==> config.mk <==
export PLATFORM = sky130hd
export DESIGN_NAME = integer_to_ascii_formatter_unit
export DESIGN_NICKNAME = d
export VERILOG_FILES = /design/src/rtl/core/itaf_pkg.sv /design/src/rtl/core/itaf_ctrl.sv /design/src/rtl/core/itaf_datapath.sv /design/src/rtl/core/integer_to_ascii_formatter_unit.sv
export SDC_FILE = /design/constraint.sdc
export NUM_CORES = 1
export LEC_CHECK = 0
export BUFFER_PORTS_ARGS = -buffer_cell sky130_fd_sc_hd__buf_2
export CAP_MARGIN = 20
export CORE_UTILIZATION = 61
export CTS_CLUSTER_SIZE = 40
export DETAILED_ROUTE_END_ITERATION = 10
export GPL_ROUTABILITY_DRIVEN = 0
export HOLD_SLACK_MARGIN = 0.15
export PLACE_DENSITY = 0.78
export SLEW_MARGIN = 40
export SYNTH_ARGS = -nofsm -noshare
export SYNTH_HDL_FRONTEND = slang
export SYNTH_HIERARCHICAL = 1
export SYNTH_SLANG_ARGS = --single-unit
==> constraint.sdc <==
create_clock -name aclk -period 3.98 [get_ports aclk]
set_input_delay 0.398 -clock aclk [delete_from_list [all_inputs] [get_ports aclk]]
set_output_delay 0.398 -clock aclk [all_outputs]
set_load 0.1 [all_outputs]
==> src/rtl/core/itaf_pkg.sv <==
// ---------------------------------------------------------------------------
// itaf_pkg
// Types, constants and helpers shared by the integer-to-ASCII formatter.
// ---------------------------------------------------------------------------
package itaf_pkg;

    localparam int VALUE_W    = 32;
    localparam int TUSER_W    = 4;
    localparam int CHAR_W     = 8;
    localparam int BCD_DIGITS = 10;
    localparam int BCD_W      = 4 * BCD_DIGITS;
    localparam int BITCNT_W   = 6;
    localparam int REM_W      = 4;

    localparam logic [CHAR_W-1:0] CHAR_ZERO = 8'h30;
    localparam logic [CHAR_W-1:0] CHAR_A    = 8'h41;
    localparam logic [CHAR_W-1:0] CHAR_X    = 8'h78;
    localparam logic [3:0]        NIB_MASK  = 4'hF;
    localparam logic [3:0]        DEC_BASE  = 4'd10;

    // Operand width codes; any other code is treated as 32 bits.
    localparam logic [1:0] WCODE_8  = 2'd0;
    localparam logic [1:0] WCODE_16 = 2'd1;

    typedef struct packed {
        logic load;
        logic shift;
        logic count;
        logic step;
    } itaf_cmd_t;

    typedef struct packed {
        logic use_hex;
        logic conv_last;
        logic char_last;
    } itaf_status_t;

    function automatic logic [CHAR_W-1:0] digit_char(input logic [3:0] nib);
        logic [3:0] n;
        n = nib & NIB_MASK;
        if (n < DEC_BASE) begin
            return CHAR_ZERO + {4'd0, n};
        end
        return CHAR_A + {4'd0, n - DEC_BASE};
    endfunction

endpackage

==> src/rtl/core/itaf_ctrl.sv <==
// ---------------------------------------------------------------------------
// itaf_ctrl
// Sequencer: accept a word; for decimal, run the binary-to-BCD pass and size
// the text; then hand out one character per output handshake.
// ---------------------------------------------------------------------------
module itaf_ctrl (
    input  logic                   aclk,
    input  logic                   aresetn,
    input  logic                   s_tvalid,
    output logic                   s_tready,
    output logic                   m_tvalid,
    input  logic                   m_tready,
    input  itaf_pkg::itaf_status_t status,
    output itaf_pkg::itaf_cmd_t    cmd
);
    import itaf_pkg::*;

    typedef enum logic [3:0] {
        ST_IDLE  = 4'b0001,
        ST_CONV  = 4'b0010,
        ST_COUNT = 4'b0100,
        ST_EMIT  = 4'b1000
    } state_t;

    state_t state_reg, state_next;

    always_ff @(posedge aclk) begin
        if (!aresetn) begin
            state_reg <= ST_IDLE;
        end else begin
            state_reg <= state_next;
        end
    end

    always_comb begin
        state_next = state_reg;
        cmd        = '0;
        unique case (state_reg)
            ST_IDLE: begin
                if (s_tvalid) begin
                    cmd.load   = 1'b1;
                    state_next = ST_CONV;
                end
            end
            ST_CONV: begin
                // Hex needs no conversion; its digits come straight from the operand.
                if (status.use_hex) begin
                    state_next = ST_EMIT;
                end else begin
                    cmd.shift = 1'b1;
                    if (status.conv_last) begin
                        state_next = ST_COUNT;
                    end
                end
            end
            ST_COUNT: begin
                cmd.count  = 1'b1;
                state_next = ST_EMIT;
            end
            ST_EMIT: begin
                if (m_tready) begin
                    cmd.step = 1'b1;
                    if (status.char_last) begin
                        state_next = ST_IDLE;
                    end
                end
            end
            default: begin
                state_next = ST_IDLE;
            end
        endcase
    end

    assign s_tready = (state_reg == ST_IDLE);
    assign m_tvalid = (state_reg == ST_EMIT);

endmodule

==> src/rtl/core/itaf_datapath.sv <==
// ---------------------------------------------------------------------------
// itaf_datapath
// Operand register, shift-and-add-3 BCD converter, digit count and the
// character selection for the current output position.
// ---------------------------------------------------------------------------
module itaf_datapath (
    input  logic                                aclk,
    input  itaf_pkg::itaf_cmd_t                 cmd,
    input  logic [itaf_pkg::VALUE_W-1:0]        s_tdata,
    input  logic [itaf_pkg::TUSER_W-1:0]        s_tuser,
    output logic [itaf_pkg::CHAR_W-1:0]         out_char,
    output logic                                out_last,
    output itaf_pkg::itaf_status_t              status
);
    import itaf_pkg::*;

    logic [VALUE_W-1:0]  val_reg;
    logic [BCD_W-1:0]    bcd_reg;
    logic [BITCNT_W-1:0] bitcnt_reg;
    logic [REM_W-1:0]    ndig_reg;
    logic [REM_W-1:0]    rem_reg;
    logic                hex_reg;

    logic                in_hex;
    logic [1:0]          in_wcode;
    logic                in_prefix;
    logic [VALUE_W-1:0]  masked_val;
    logic [VALUE_W-1:0]  aligned_val;
    logic [BITCNT_W-1:0] width_bits;
    logic [REM_W-1:0]    hex_digits;
    logic [BCD_W-1:0]    bcd_adj;
    logic [3:0]          bcd_dig [BCD_DIGITS];
    logic [REM_W-1:0]    lead_cnt;
    logic [REM_W-1:0]    idx;
    logic [3:0]          cur_nib;

    assign in_hex    = s_tuser[0];
    assign in_wcode  = s_tuser[2:1];
    assign in_prefix = s_tuser[3];

    always_comb begin
        case (in_wcode)
            WCODE_8: begin
                masked_val  = {24'd0, s_tdata[7:0]};
                aligned_val = {s_tdata[7:0], 24'd0};
                width_bits  = 6'd8;
                hex_digits  = 4'd2;
            end
            WCODE_16: begin
                masked_val  = {16'd0, s_tdata[15:0]};
                aligned_val = {s_tdata[15:0], 16'd0};
                width_bits  = 6'd16;
                hex_digits  = 4'd4;
            end
            default: begin
                masked_val  = s_tdata;
                aligned_val = s_tdata;
                width_bits  = 6'd32;
                hex_digits  = 4'd8;
            end
        endcase
    end

    // Every BCD digit of five or more gets three added before the shift.
    always_comb begin
        for (int i = 0; i < BCD_DIGITS; i++) begin
            bcd_dig[i] = bcd_reg[4*i +: 4];
            if (bcd_reg[4*i +: 4] >= 4'd5) begin
                bcd_adj[4*i +: 4] = bcd_reg[4*i +: 4] + 4'd3;
            end else begin
                bcd_adj[4*i +: 4] = bcd_reg[4*i +: 4];
            end
        end
    end

    // Number of significant decimal digits; zero still prints one digit.
    always_comb begin
        lead_cnt = 4'd1;
        for (int i = 0; i < BCD_DIGITS; i++) begin
            if (bcd_reg[4*i +: 4] != 4'd0) begin
                lead_cnt = REM_W'(i + 1);
            end
        end
    end

    always_ff @(posedge aclk) begin
        if (cmd.load) begin
            hex_reg    <= in_hex;
            bcd_reg    <= '0;
            bitcnt_reg <= width_bits;
            if (in_hex) begin
                val_reg  <= masked_val;
                ndig_reg <= hex_digits;
                rem_reg  <= in_prefix ? hex_digits + 4'd2 : hex_digits;
            end else begin
                val_reg <= aligned_val;
            end
        end
        if (cmd.shift) begin
            bcd_reg    <= {bcd_adj[BCD_W-2:0], val_reg[VALUE_W-1]};
            val_reg    <= {val_reg[VALUE_W-2:0], 1'b0};
            bitcnt_reg <= bitcnt_reg - 6'd1;
        end
        if (cmd.count) begin
            ndig_reg <= lead_cnt;
            rem_reg  <= lead_cnt;
        end
        if (cmd.step) begin
            rem_reg <= rem_reg - 4'd1;
        end
    end

    assign idx     = rem_reg - 4'd1;
    assign cur_nib = hex_reg ? val_reg[4*idx[2:0] +: 4] : bcd_dig[idx];

    always_comb begin
        if (hex_reg && (rem_reg > ndig_reg)) begin
            out_char = (rem_reg == ndig_reg + 4'd2) ? CHAR_ZERO : CHAR_X;
        end else begin
            out_char = digit_char(cur_nib);
        end
    end

    assign out_last         = (rem_reg == 4'd1);
    assign status.use_hex   = hex_reg;
    assign status.conv_last = (bitcnt_reg == 6'd1);
    assign status.char_last = out_last;

endmodule

==> src/rtl/core/integer_to_ascii_formatter_unit.sv <==
// ---------------------------------------------------------------------------
// integer_to_ascii_formatter_unit
// Formats an unsigned 8/16/32-bit number as decimal or uppercase hex ASCII,
// one character per output word, with tlast on the final character.
// ---------------------------------------------------------------------------
//  Channel  Dir  Word contents
//  s_       in   tdata: value[31:0]; tuser: use_hex, width_code[1:0], with_prefix
//  m_       out  tdata: ascii_char[7:0]; tlast: is_last
//
// Hex: the accept state, a setup state, then one character per cycle while m_tready is high.
// Decimal: accept, then one shift-add-3 step per operand bit (8, 16 or 32),
// a digit-count state, then one character per cycle while m_tready is high.
// One number is in flight at a time; s_tready is high only when idle.
// A stalled output holds its character. Synchronous active-low reset.
// ---------------------------------------------------------------------------
module integer_to_ascii_formatter_unit (
    input  logic                         aclk,
    input  logic                         aresetn,
    input  logic                         s_tvalid,
    output logic                         s_tready,
    input  logic [itaf_pkg::VALUE_W-1:0] s_tdata,  // [31:0] value
    input  logic [itaf_pkg::TUSER_W-1:0] s_tuser,  // [0] use_hex, [2:1] width_code,
                                                   // [3] with_prefix
    output logic                         m_tvalid,
    input  logic                         m_tready,
    output logic [itaf_pkg::CHAR_W-1:0]  m_tdata,  // [7:0] ascii_char
    output logic                         m_tlast
);
    import itaf_pkg::*;

    itaf_cmd_t    cmd;
    itaf_status_t status;

    itaf_ctrl u_ctrl (
        .aclk     (aclk),
        .aresetn  (aresetn),
        .s_tvalid (s_tvalid),
        .s_tready (s_tready),
        .m_tvalid (m_tvalid),
        .m_tready (m_tready),
        .status   (status),
        .cmd      (cmd)
    );

    itaf_datapath u_datapath (
        .aclk     (aclk),
        .cmd      (cmd),
        .s_tdata  (s_tdata),
        .s_tuser  (s_tuser),
        .out_char (m_tdata),
        .out_last (m_tlast),
        .status   (status)
    );

endmodule

# --- After elaboration in Yosys (flattened, before gate mapping) ---
# Index checks and enable logic that the tools add are counted.
word_totals:
  in_bits: 40
  elab_cells: 132
  output_inout_bits: 11
  register_bits: 91
op_classes:
  eq_ne: 12
  bitwise: 1
  n_reduce_logical: 19
  addsub: 17
  shift: 1
  magnitude_cmp: 13
  muxes: 61
op_table:
  columns: ["operator", "count"]
  rows:
  - ["32-bit case mux with 2 select lines", 2]
  - ["4-bit 2-to-1 mux", 28]
  - ["32-bit 2-to-1 mux", 3]
  - ["40-bit 2-to-1 mux", 2]
  - ["4-bit by 2-bit adder with 4-bit output (second input constant)", 11]
  - ["4-bit by 3-bit greater-or-equal comparator with 1-bit output (second input constant)", 10]
  - ["4-bit nonzero test", 9]
  - ["32-bit by 6-bit indexed part select with 4-bit output", 1]
  - ["8-bit 2-to-1 mux", 3]
  - ["4-bit binary-select mux with 4-bit select", 1]
  - ["4-bit case mux with 4 select lines", 1]
  - ["3-bit 2-to-1 mux", 5]
  - ["6-bit 2-to-1 mux", 2]
  - ["6-bit case mux with 2 select lines", 1]
  - ["1-bit 2-to-1 mux", 9]
  - ["7-bit by 4-bit adder with 8-bit output (first input constant)", 1]
  - ["4-bit by 1-bit equality test with 1-bit output (second input constant)", 2]
  - ["4-bit case mux with 2 select lines", 1]
  - ["6-bit by 4-bit adder with 7-bit output (first input constant)", 1]
  - ["7-bit 2-to-1 mux", 1]
  - ["6-bit by 1-bit equality test with 1-bit output (second input constant)", 1]
  - ["2-bit nonzero test", 3]
  - ["3-bit nonzero test", 2]
  - ["6-bit by 1-bit subtractor with 6-bit output (second input constant)", 1]
  - ["other kinds (20)", 23]

# --- Depth between registers and ports, before layout ---
logic_depth:
  depth_word: 12
  depth_mapped: 16
  mapped_depth_nobuf: 10

# --- By module ---
# The synthesis kept the hierarchy.
by_module_without_submodules:
  columns: ["mod", "instances", "cells_per_inst", "area_per_inst_um2", "seq_area_each_um2"]
  rows:
  - ["itaf_datapath", 1, 563, 5975.7, 2602.5]
  - ["itaf_ctrl", 1, 30, 247.7, 80.1]

# --- Worst setup path before layout ---
# OpenSTA, ideal clock, no wires.
synth_path:
  path_kind: "register -> register"
  start: "reg u_ctrl.state_reg[3]"
  end: "reg u_datapath.bcd_reg[0] (enable)"
  arrival_ns: 5.282
  synth_period_minus_slack_ns: 5.684
  path_slack_ns: -1.704
  required_ns: 3.578
  stages_incl_launch_ff: 6
  path_cell_list: "dfxtp_1 > clkbuf_2 > nor4b_1 > nand2_1 > inv_1 > or2_2"
synth_lines:
  columns: ["element", "line_no", "rtl"]
  rows:
  - ["start: declaration", "itaf_ctrl.sv:25", "state_t state_reg, state_next;"]
  - ["start signal: assignment", "itaf_ctrl.sv:31", "state_reg <= state_next;"]
  - ["end signal: assignment", "itaf_datapath.sv:100", "bcd_reg <= {bcd_adj[BCD_W-2:0], val_reg[VALUE_W-1]};"]
  - ["end: declaration", "itaf_datapath.sv:18", "logic [BCD_W-1:0] bcd_reg;"]

# --- Worst setup path in the final report ---
layout_path:
  start: "reg u_datapath.rem_reg[1]"
  end: "out m_tdata[2] (netlist bit)"
layout_via:
  elab_chain_len: 11
  elab_cells_between_ends: 18
  classes_between: "add/sub: 4; order compare: 2; shift: 1; mux: 9; bitwise: 1; reduce/logical: 1"
layout_lines:
  columns: ["element", "line_no", "rtl"]
  rows:
  - ["start: declaration", "itaf_datapath.sv:21", "logic [REM_W-1:0] rem_reg;"]
  - ["start signal: assignment", "itaf_datapath.sv:94", "rem_reg <= in_prefix ? hex_digits + 4'd2 : hex_digits;"]
  - ["start signal: assignment", "itaf_datapath.sv:106", "rem_reg <= lead_cnt;"]
  - ["start signal: assignment", "itaf_datapath.sv:109", "rem_reg <= rem_reg - 4'd1;"]
  - ["branches (longest 10 deep; another with 7-bit by 4-bit adder with 8-bit output)", null, null]
  - ["8-bit 2-to-1 mux *", "itaf_datapath.sv:117", "if (hex_reg && (rem_reg > ndig_reg)) begin"]
  - ["end: declaration", "integer_to_ascii_formatter_unit.sv:26", "output logic [itaf_pkg::CHAR_W-1:0] m_tdata,"]
# Every way passes the cells marked *. The select of a mux whose other input is x is not followed.

==> impl_metrics.json <==
{
  "tightest_slew_ns": 0.733,
  "grt_pass1_vias": 4459,
  "rr_endpoint": "u_datapath/val_reg[17]",
  "hold_viol": 0,
  "yosysTopAreaCellShare_pct": 41.5,
  "ys_seq_elements": 91,
  "synthSimpleGateAreaFrac_pct": 15.6,
  "yosys.area_share.xor_xnor_pct": 4.22,
  "dp_cells": 755,
  "yosysWarnings": 6,
  "p_total_mw": 2.53,
  "reg2reg_from": "u_datapath/hex_reg",
  "root_buffer": "clkbuf_8",
  "ys_types": 61,
  "postRouteAntennaNets": 0,
  "holdPathEnd": "u_ctrl/state_reg[0]",
  "reg2reg_slack_ns": 1.47,
  "crit_type": "flip-flop to output pin",
  "core-area_um2": 9820,
  "startpoint_type": "flip-flop",
  "yosys-top-cells-area": "edfxtp_1 (41%), ha_1 (7.0%), mux4_2 (3.6%)",
  "syn_nets": 668,
  "maxSlewViolCount": 0,
  "fin_skew_ns": 0.0154,
  "relSlewSlack_pct": 50.9,
  "ctsHoldBuffers": 0,
  "hp-start": "aresetn",
  "grt_usage_pct": 27.5,
  "cts.sinks": 91,
  "synth_seq_area_share_pct": 43.1,
  "synth-main-ff-cell": "edfxtp_1",
  "muxShareOfSynthArea_pct": 7.44,
  "holdWs_ns": 0.241,
  "numPortBuffers": 49,
  "hold_class": "input port to flip-flop",
  "die-area_um2": 10600,
  "r2r_cells": 5,
  "largest_reg_flops": 40,
  "routedWlPerCell_um": 18.2,
  "diodes": 0,
  "setup_violations": 0,
  "viasPerCell": 6.14,
  "end_kind": "output pin",
  "route.detailed.drc": 0,
  "grt_max_degree": 69,
  "synth_fa_ha_area_share_pct": 7.04,
  "async_flop_share_pct": 0,
  "status": "finished clean",
  "vias": 4737,
  "drive_above_1_share_pct": 17.1,
  "synth_edf_count": 86,
  "cts_tree": "yes",
  "yosys.area.top_type": "edfxtp_1",
  "synth_area_um2": 6220,
  "first_pass_iters": 5,
  "grt_pass1_wl_um": 22100,
  "min_period_ns": 3.74,
  "synth_top_family_by_area": "compound AO/OA/AOI/OAI gates",
  "first_iter_violations": 343,
  "start_util_pct": 63.4,
  "regArea_um2": 2680,
  "clk_pin_slew_ns": 0.10,
  "grt_overflow": 0,
  "fp.dieH_um": 103,
  "tns_ns": 0,
  "numCtsBuffers": 9,
  "hold_depth": 2,
  "synthCells": 593,
  "powerDensity_nw_per_um2": 367,
  "antenna_found_initial": 0,
  "clock_latency_ns": 0.37,
  "final_nets": 709,
  "fp.dieW_um": 103,
  "maxCapViolCount": 0,
  "syn_avg_cell_area_um2": 10.5,
  "syn_to_final_growth_pct": 10.5,
  "synth_compound_area_share_pct": 16.8,
  "multi_input_area_um2": 3250,
  "worstPathMaxFanout": 19,
  "dpl.hpwl_um": 10100,
  "cp_data_required_time_ns": 3.58,
  "p_leak_nw": 2.72,
  "nFillCells": 770,
  "period_share_pct": 94.1,
  "rsz0062_at_grt": "false",
  "dpl-instance-area_um2": 6640,
  "fin_area_um2": 6880,
  "final_cells": 772,
  "wirelength_um": 14100,
  "max_freq_mhz": 267,
  "clk_path_buf_depth": 2,
  "worstPathArrival_ns": 3.35,
  "num_rows": 36,
  "ir_drop_mv": 0.230,
  "htree_levels": 3,
  "ios": 51
}
-- report_power, final --
part / switching [mW] / internal (mW)
sequential: 0.0830 / 1.14
clock: 0.346 / 0.291
combinational: 0.409 / 0.260
total: 0.838 / 1.69
-- critical path, stage by stage (launching register included) --
cell and delay (ns):
edfxtp_1 0.47, inv_1 0.10, ha_1 0.31, buf_4 0.26, nor2b_1 0.08, a2111oi_0 0.45
a31oi_1 0.10, a31oi_2 0.32, inv_1 0.12, ha_1 0.22, xnor2_1 0.13, o211a_1 0.24
buf_12 0.17
-- layer usage --
metal	share of wire, %	vias up	wire, um	track usage (%)
met2	46	183	6520	42.8
met3	6.4	25	899	4.54
met1	45	2278	6400	39.0
met5	0	-	0	0
met4	1.9	0	264	9.86
li1	-	2251	-	-
-- Yosys cell counts (12+ instances only) --
| library cell | n |
|---|---|
| nor3b_1 | 15 |
| nand2_1 | 55 |
| a21boi_0 | 12 |
| ha_1 | 35 |
| and2_1 | 24 |
| a21oi_1 | 19 |
| mux2i_1 | 14 |
| edfxtp_1 | 86 |
| nand2b_1 | 13 |
| xnor2_1 | 15 |
| nor2_1 | 40 |
| xor2_1 | 15 |
| o21ai_0 | 39 |
| a22o_1 | 16 |
| clkbuf_1 | 13 |
| inv_1 | 44 |
-- through the flow --
stage / utilization, % / setup WS, ns
detailed placement: 67.6 / 0.531
finish: 70.0 / 0.236
global placement: 67.6 / 0.638
global route: 70.0 / 0.0736
floorplan: - / 0.000939
CTS: 69.6 / 0.118
-- cells in the final DEF, fill, tap and decap left out, drive strengths merged, types with 3 or more instances in the layout --
cell type	Yosys	routed
a21o	4	4
a222oi	8	8
nor3b	15	15
clkbuf	18	10
or3b	3	3
mux2	4	4
o21a	10	10
nor3	4	4
o211a	4	4
a2111oi	4	4
mux4	12	12
a31oi	9	9
inv	44	44
ha	35	35
o21ai	39	39
a22o	16	16
and3	3	3
xor2	15	15
a211oi	5	5
mux2i	14	14
nand2	55	55
or2	3	3
nor2b	10	10
nand2b	13	13
a21boi	12	12
xnor2	15	15
o31ai	4	4
dfxtp	5	5
a21oi	19	19
edfxtp	86	86
nand3	3	3
nor2	40	40
nand4	5	5
clkinvlp	0	3
buf	10	58
nor4b	3	3
and2	24	24
-- area by class of cell --
type / count / area share [%]
clock buffer: 10 / 1.86
clock inverter: 6 / 0.965
inverter: 44 / 2.40
multi-input combinational: 430 / 47.3
sequential: 91 / 39.0
tap: 133 / 2.42
timing repair buffer: 58 / 6.04
-- how the worst max path moves through the flow --
| stage | start | endpoint | slack [ns] | cells past startpoint |
|---|---|---|---|---|
| after floorplan | u_datapath/rem_reg[0] | m_tdata[0] | 0.0009 | 12 |
| after global placement | u_datapath/rem_reg[1] | m_tdata[2] | 0.64 | 10 |
| after detailed placement | u_datapath/rem_reg[1] | m_tdata[2] | 0.53 | 10 |
| after CTS | u_datapath/rem_reg[1] | m_tdata[2] | 0.12 | 10 |
| after global routing | u_datapath/rem_reg[1] | m_tdata[2] | 0.07 | 12 |
| final | u_datapath/rem_reg[1] | m_tdata[2] | 0.24 | 12 |
-- what timing repair did --
action,in CTS,in global routing
setup buffers,0,1
setup endpoints to repair,0,1
gates resized for setup,0,2
-- logic make-up after synthesis --
logic type,count (synthesis)
simple gates,187
compound gates,147
flops,91
buf+inv,72
fa+ha+maj,35
xor+xnor,30
mux,30
other cells,1
Power figures use the tool's default switching activity.
